[src/rtl/core/srq_pkg.sv]
`timescale 1ns / 1ps
package srq_pkg;
    localparam int SAMPLE_W = 16;
    localparam int RES_W = 17;
    localparam int CODE_W = 8;
    localparam int STEP_W = 18;
    localparam int QV_W = 7;
    localparam int RANGE_W = 18;
    localparam logic signed [RES_W-1:0] SIGN_OFFSET = 17'sd1448;
    localparam logic signed [RES_W-1:0] MIN_RESET = 17'sd65535;
    localparam logic signed [RES_W-1:0] MAX_RESET = -17'sd65536;
    localparam logic [QV_W-1:0] Q_MAX = 7'd127;

    // row summary handed from the loader to the emitter
    typedef struct packed {
        logic signed [RES_W-1:0] base;
        logic [RANGE_W-1:0] range;
    } row_info_t;

    function automatic logic signed [RES_W-1:0] residual_of(input logic signed [SAMPLE_W-1:0] y);
        logic signed [RES_W-1:0] ye;
        begin
            ye = RES_W'(y);
            residual_of = y[SAMPLE_W-1] ? ye + SIGN_OFFSET : ye - SIGN_OFFSET;
        end
    endfunction
endpackage

[src/rtl/core/srq_loader.sv]
`timescale 1ns / 1ps
// front: stores a row and tracks residual min and max
module srq_loader #(
    parameter int ROW_LEN = 128,
    parameter int LANES = 4
) (
    input  logic                                 clk,
    input  logic                                 rst_n,
    input  logic                                 in_valid,
    output logic                                 in_ready,
    input  logic [LANES*srq_pkg::SAMPLE_W-1:0]   in_data,
    output logic                                 row_valid,
    input  logic                                 row_taken,
    output srq_pkg::row_info_t                   row_info,
    input  logic [$clog2(ROW_LEN/LANES)-1:0]     rd_addr,
    output logic [LANES*srq_pkg::SAMPLE_W-1:0]   rd_data
);
    localparam int GROUPS = ROW_LEN / LANES;
    localparam int G_W = (GROUPS > 1) ? $clog2(GROUPS) : 1;
    localparam int W = LANES * srq_pkg::SAMPLE_W;

    logic [W-1:0] mem [GROUPS];
    logic [G_W-1:0] cnt_reg;
    logic full_reg;
    logic signed [srq_pkg::RES_W-1:0] min_reg, max_reg, min_next, max_next;
    logic signed [srq_pkg::RES_W-1:0] e;
    logic acc;

    // the row buffer is held until the back end takes the row summary
    assign in_ready = !full_reg;
    assign acc = in_valid && in_ready;

    always_comb
    begin
        min_next = min_reg;
        max_next = max_reg;
        for (int l = 0; l < LANES; l++)
        begin
            e = srq_pkg::residual_of(in_data[l*srq_pkg::SAMPLE_W +: srq_pkg::SAMPLE_W]);
            if (e < min_next) min_next = e;
            if (e > max_next) max_next = e;
        end
    end

    always_ff @(posedge clk or negedge rst_n)
    begin
        if (!rst_n)
        begin
            cnt_reg <= '0;
            full_reg <= 1'b0;
            min_reg <= srq_pkg::MIN_RESET;
            max_reg <= srq_pkg::MAX_RESET;
        end
        else if (acc)
        begin
            min_reg <= min_next;
            max_reg <= max_next;
            if (cnt_reg == G_W'(GROUPS - 1))
            begin
                cnt_reg <= '0;
                full_reg <= 1'b1;
            end
            else
                cnt_reg <= cnt_reg + 1'b1;
        end
        else if (row_taken)
        begin
            full_reg <= 1'b0;
            min_reg <= srq_pkg::MIN_RESET;
            max_reg <= srq_pkg::MAX_RESET;
        end
    end

    always_ff @(posedge clk)
    begin
        if (acc)
            mem[cnt_reg] <= in_data;
        rd_data <= mem[rd_addr];
    end

    assign row_valid = full_reg;
    assign row_info.base = min_reg;
    assign row_info.range = srq_pkg::RANGE_W'(max_reg - min_reg);
endmodule

[config.mk]
export PLATFORM = sky130hd
export DESIGN_NAME = srq_loader
export DESIGN_NICKNAME = d
export VERILOG_FILES = /design/src/rtl/core/srq_pkg.sv /design/src/rtl/core/srq_loader.sv
export SDC_FILE = /design/constraint.sdc
export NUM_CORES = 2
export LEC_CHECK = 0
export BUFFER_PORTS_ARGS = -buffer_cell sky130_fd_sc_hd__buf_2
export CAP_MARGIN = 25
export CORE_ASPECT_RATIO = 0.6
export CORE_MARGIN = 1.5
export CORE_UTILIZATION = 50
export CTS_BUF_LIST = sky130_fd_sc_hd__clkbuf_4
export CTS_CLUSTER_SIZE = 25
export DETAILED_ROUTE_END_ITERATION = 7
export PLACE_DENSITY = 0.7
export SLEW_MARGIN = 20
export SYNTH_ARGS = -nofsm -noshare
export SYNTH_HDL_FRONTEND = slang
export SYNTH_SLANG_ARGS = --single-unit
[constraint.sdc]
create_clock -name clk -period 18.75 [get_ports clk]
set_input_delay 3.75 -clock clk [delete_from_list [all_inputs] [get_ports clk]]
set_output_delay 3.75 -clock clk [all_outputs]
set_load 0.1 [all_outputs]
======== Yosys cells after proc, flatten, opt, wreduce, memory -nomap -nowiden ========
Memories as Yosys holds them, arrays and structs flattened. A register that Yosys moved wholly into a read port is not among the register bits.
Index checks and enable logic that the tools add are counted.
Widths: inputs -> output; s select.
operators by class
  $add $sub $neg .......................... 10
  multiply operators ...................... 0
  div/mod/pow operators ................... 0
  $lt $le $gt $ge ......................... 8
  equality and inequality tests ........... 2
  shift-type cells ........................ 0
  mux-type cells .......................... 22
  bitwise logic cells ..................... 0
  reductions and logical operators ........ 4
operator list
  kind                    count
  $mux 17                 16
  $add 16x12->17 const B  4
  $gt 17x17->1            4
  $lt 17x17->1            4
  $sub 16x12->17 const B  4
  $sub 17x17->18          1
  $add 5x1->5 const B     1
  $eq 5x5->1 const B      1
  $mux 1                  5
  $mux 5                  1
  $ne 2x1->1 const B      1
  $reduce_and 2->1        1
  $reduce_bool 2->1       1
  $logic_and 1x1->1       1
  $logic_not 1->1         1
storage, ports and cells
  bits in registers ....................... 40
  bits in latches ......................... 0
  memory bits (writable) .................. 2048
  memory bits (read-only) ................. 0
  output and inout bits ................... 101
  logic and storage cells ................. 51
  memories kept ........................... 1
memory list
  name  words  bits a word  read ports  clocked after memory_dff  write ports  RTL line          source
  mem   32     64           1           1                         1            srq_loader.sv:22  logic [W-1:0] mem [GROUPS];

======== Logic depth before layout (Yosys ltp) ========
  depth in word-level cells ............... 11
  gate-level depth with buffers ........... 54

======== Least setup slack after synthesis ========
OpenSTA, ideal clock, no wires.
  path kind ............................... input to register
  from .................................... in in_data[15] (netlist name)
  to ...................................... reg max_reg[5] (netlist name)
  library setup time ...................... 0.120 ns
  data arrival time ....................... 13.766 ns
  setup slack ............................. 4.864 ns
  cell stages on the path ................. 49
  path buffers ............................ 5
  cells stage by stage .................... inv_1 -> fa_1 -> a211oi_1 -> o21bai_1 -> a21o_1 -> a21o_1 -> a21oi_1 -> xnor2_1 -> ha_1 -> a21o_1 -> a2111oi_0 -> o31a_1 -> a21oi_1 -> o21ai_2 -> buf_2 -> mux2i_1 -> ha_1 -> a21o_1 -> [... 13 more ...] -> o21a_1 -> o21ai_0 -> nand2b_1 -> a221o_1 -> mux2_2 -> clkbuf_1 -> nand3_1 -> o221ai_1 -> ha_1 -> nor2b_1 -> o21a_1 -> o21a_1 -> o21a_1 -> o211ai_1 -> a21o_1 -> nand2_1 -> a2111o_1 -> a31o_2
on the way
  cells in the longest elaborated chain, start to end .. 11
RTL lines
  what                                              RTL line          source
  from (decl)                                       srq_loader.sv:11  input logic [LANES*srq_pkg::SAMPLE_W-1:0] in_data,
  $sub 16x12->17 or $add 16x12->17 (tied branches)  srq_pkg.sv:24     residual_of = y[SAMPLE_W-1] ? ye + SIGN_OFFSET : ye - SIGN_OFFSET;
  $mux 17 *                                         srq_pkg.sv:24
  $gt 17x17->1                                      srq_loader.sv:41  if (e > max_next) max_next = e;
  $mux 17 *                                         srq_loader.sv:41
  $gt 17x17->1                                      srq_loader.sv:41
  $mux 17 *                                         srq_loader.sv:41
  $gt 17x17->1                                      srq_loader.sv:41
  $mux 17 *                                         srq_loader.sv:41
  $gt 17x17->1                                      srq_loader.sv:41
  $mux 17 *                                         srq_loader.sv:41
  $mux 17 *                                         srq_loader.sv:54  else if (acc)
  to (signal assigned)                              srq_loader.sv:52  max_reg <= srq_pkg::MAX_RESET;
  to (signal assigned)                              srq_loader.sv:57  max_reg <= max_next;
  to (signal assigned)                              srq_loader.sv:70  max_reg <= srq_pkg::MAX_RESET;
  to (decl)                                         srq_loader.sv:25  logic signed [srq_pkg::RES_W-1:0] min_reg, max_reg, min_next, max_next;
Mark *: on every way between the ends. The rest lies on a longest branch, timed or not.
A chain may end at the register's enable or synchronous reset.

======== Worst setup path after layout ========
Ends and elaborated chain as after synthesis.

==> results by group <==
Run status
  – Status: finished, final reports clean

Floorplanning
  – Top Ports: approximately 170
  – Height of the die: roughly 330 um
  – Initial Util: 0.506
  – Std-Cell Rows: around 120
  – CORE AREA: around 0.17 mm^2
  – Die X: around 540 um
  – Total die area: 0.178 mm^2

Clock tree
  – Clock root cell: clkbuf_4
  – Skew-Pair Late Insertion Delay: around 1300 ps
  – Clock Sinks: ~2.2k
  – Hold bufs inserted after CTS: 0
  – Clock-pin slew on the worst setup and hold paths: around 110 ps
  – Cts repair resizes: 0
  – Max H-tree Level: 5
  – Clk buf depth: 4
  – Cts bufs inserted: 481
  – Postcts setup bufs: 0
  – CTS tree: built

Place
  – DP HPWL: 131000 um
  – # port buffers: ~170
  – Gpl congestion: 0.956
  – Inst Count DP: between 6k and 7k
  – Area post-placement: 0.0921 mm^2

Global routing
  – Vias in the first global route: 46.4k
  – Total GRT Usage: 0.265
  – First-pass GRT wire length: 334000 um
  – GRT overflow: 0
  – Largest net degree at the start of global routing: ~140
  – Initial antenna violation count: 28

Synth
  – Largest family of logic cells by synthesized area: multiplexers
  – Post-synthesis xor/xnor area fraction: 0.00429
  – Seq/Total Area, Yosys: 0.727
  – Syn_area_per_cell: approximately 21 um^2
  – Yosys top cell area share: 0.701
  – Post-synth top area cell: edfxtp_1
  – Mapped Cells: about 4.2k
  – Compound-Gate Fraction of Synth Area: 0.0269
  – Synth Register Bits: ~2.2k
  – Synthesized netlist net count: ~4.4k
  – Yosys cell types: around 90
  – Yosys Warn Count: 0
  – Commonest register cell after synthesis: edfxtp_1
  – Ys async rst share: 0.0186
  – Top cells by area, synth: edfxtp_1 70%, mux4_2 16%, ha_1 2.8%, dfxtp_1 1.5%, mux2_2 1.0%
  – Adder-cell share of the synthesized area: 0.0294
  – Synthesized area: 0.0878 mm^2
  – Synth Area in Simple Gates: 0.0213
  – Post-synth EDFFs: approximately 2.0k
  – Mux contribution to synthesized area: 0.179

Finish
  – Finished Layout Cells: ~7.5k
  – Nets: 5038
  – Largest register FFs: approximately 2.0k
  – Fin area: about 0.099 mm^2
  – Most frequent cells in the layout: 2048 x edfxtp_1, 740 x clkbuf_4, 640 x mux4_2
  – Fillers: 12.9k
  – Largest regs: mem x2048, rd_data x64
  – Largest reg by FF count: mem
  – Share of cells above drive strength 1: 0.365
  – Area Overhead vs Synth: 12.3%
  – Most common cell after layout, fill and taps aside: edfxtp_1

Detailed routing
  – Routed WL: about 240000 um
  – DR iter-0 viols: between 7k and 8k
  – WL/cell: between 30 and 40 um
  – DRC: 0
  – Drt via density: 6.23
  – DRT Pass-1 Iters: 6
  – Total number of vias: about 47k
  – Antenna Nets Post-Route: 0

STA
  – Max-slew headroom: 0.256
  – Final hold vios: 0
  – Fin Clk Skew: about 140 ps
  – Fin crit period: 14770 ps
  – Fmax: 67.7 MHz
  – Post-Route Setup TNS: 0 ps
  – # setup viols final: 0
  – RSZ-0062 raised after global routing: false
  – Final critical-path share of the clock period: 0.787
  – Slew Limit Fails: 0
  – Slew at the pin with the worst max-slew slack: ~1100 ps

Critical path
  – Critical-path top delay cell: mux2_2
  – CP arrival: 15840 ps
  – Crit path max-delay family: compound AO/OA/AOI/OAI gates
  – CP Max Fanout: 37
  – CP Launch Type: primary input
  – Setup CP Type: primary input to flip-flop
  – Most Frequent Cell on Critical Path: o21a_1
  – Crit. End Element: flip-flop
  – Slowest stage delay, CP: about 640 ps
  – WP buf/inv: 3
  – Critical path data required time: 19830 ps

Pwr
  – LEAKAGE: ~33 nW
  – Total power: 13.4 mW
  – Peak VDD IR: 0.000180 V
  – PD cells: between 100 and 150 mW/mm^2

Run
  – Max Cap Viol: 0

Min path
  – Hold Path Class: flip-flop to flip-flop
-- cell type report --
type,count,area [um^2],share of cell area
Clock buffer,740,5560,0.0564
Clock inverter,140,815,0.00826
Antenna cell,7,17.5,0.000178
Timing Repair Buffer,297,1950,0.0197
Tap cell,2340,2930,0.0297
Multi-Input combinational cell,1734,23200,0.235
Inverter,96,360,0.00366
Sequential cell,2152,63800,0.647
-- synthesized netlist by cell type (8+ instances only) --
cell / number
mux4_2: 640
o21a_1: 24
xnor2_1: 32
xor2_1: 11
dfxtp_1: 64
mux2i_1: 38
buf_1: 59
a211oi_1: 19
nand2_1: 86
nand4_1: 21
nor2_1: 107
clkbuf_1: 111
nor2b_1: 19
a21o_1: 41
or2_2: 8
dfrtp_1: 23
edfxtp_1: 2048
mux2_2: 80
inv_1: 96
dfstp_2: 17
nand3_1: 33
or3_1: 10
nor3_1: 42
a21oi_1: 70
o21ai_0: 76
o221ai_1: 11
a31oi_1: 10
nand2b_1: 17
ha_1: 198
-- layer usage --
metal / track usage / up-vias / wire, um
met1: 0.397 / 24300 / 96300
met4: 0.0635 / 10 / 4630
li1: - / 19100 / -
met3: 0.0786 / 368 / 29800
met5: 0 / - / 55
met2: 0.385 / 2955 / 105000
-- report_power, final --
| part | internal, mW | switching (mW) |
|---|---|---|
| combinational | 1.26 | 2.67 |
| sequential | 5.57 | 0.143 |
| clock | 1.89 | 1.85 |
-- logic make-up after synthesis --
logic type,after synthesis
muxes,760
xor gates and xnor gates,43
and+or+nand+nor,381
AOI/OAI and AO/OA,347
adders and majority gates,203
buffers and inverters,274
DFF,2152
-- worst register-to-register path, delay by kind of cell, from the launching register on --
family	cells	cell delay, ps
buffers and inverters	2	390
adder cells (fa/ha/maj)	4	1180
flip-flops	1	560
multiplexers	2	1250
AO/OA/AOI/OAI	23	5060
AND/OR/NAND/NOR	7	1810
-- stage by stage --
stage / worst slack [ps] / hold WS, ps / util
2_1_floorplan: 4860 / 507 / -
3_3_place_gp: 3290 / 575 / 0.531
3_5_place_dp: 3200 / 578 / 0.531
4_1_cts: 4470 / 589 / 0.568
5_1_grt: 3270 / 620 / 0.568
6_report: 3980 / 568 / 0.568
-- worst paths after layout --
check	startpoint	cells past startpoint	to	slack [ps]
min in group asynchronous	rst_n	1	row_valid$_DFFE_PN0P_	2480
hold / removal	min_reg[12]$_DFFE_PN1P_	2	min_reg[12]$_DFFE_PN1P_	570
setup / recovery	in_data[15]	45	max_reg[5]$_DFFE_PN0P_	3980
hold reg to reg	min_reg[12]$_DFFE_PN1P_	2	min_reg[12]$_DFFE_PN1P_	570
max in group asynchronous	rst_n	2	min_reg[3]$_DFFE_PN1P_	15700
setup reg to reg	max_reg[7]$_DFFE_PN0P_	38	max_reg[5]$_DFFE_PN0P_	8430
No activity file was read; power rests on OpenSTA's default activity.
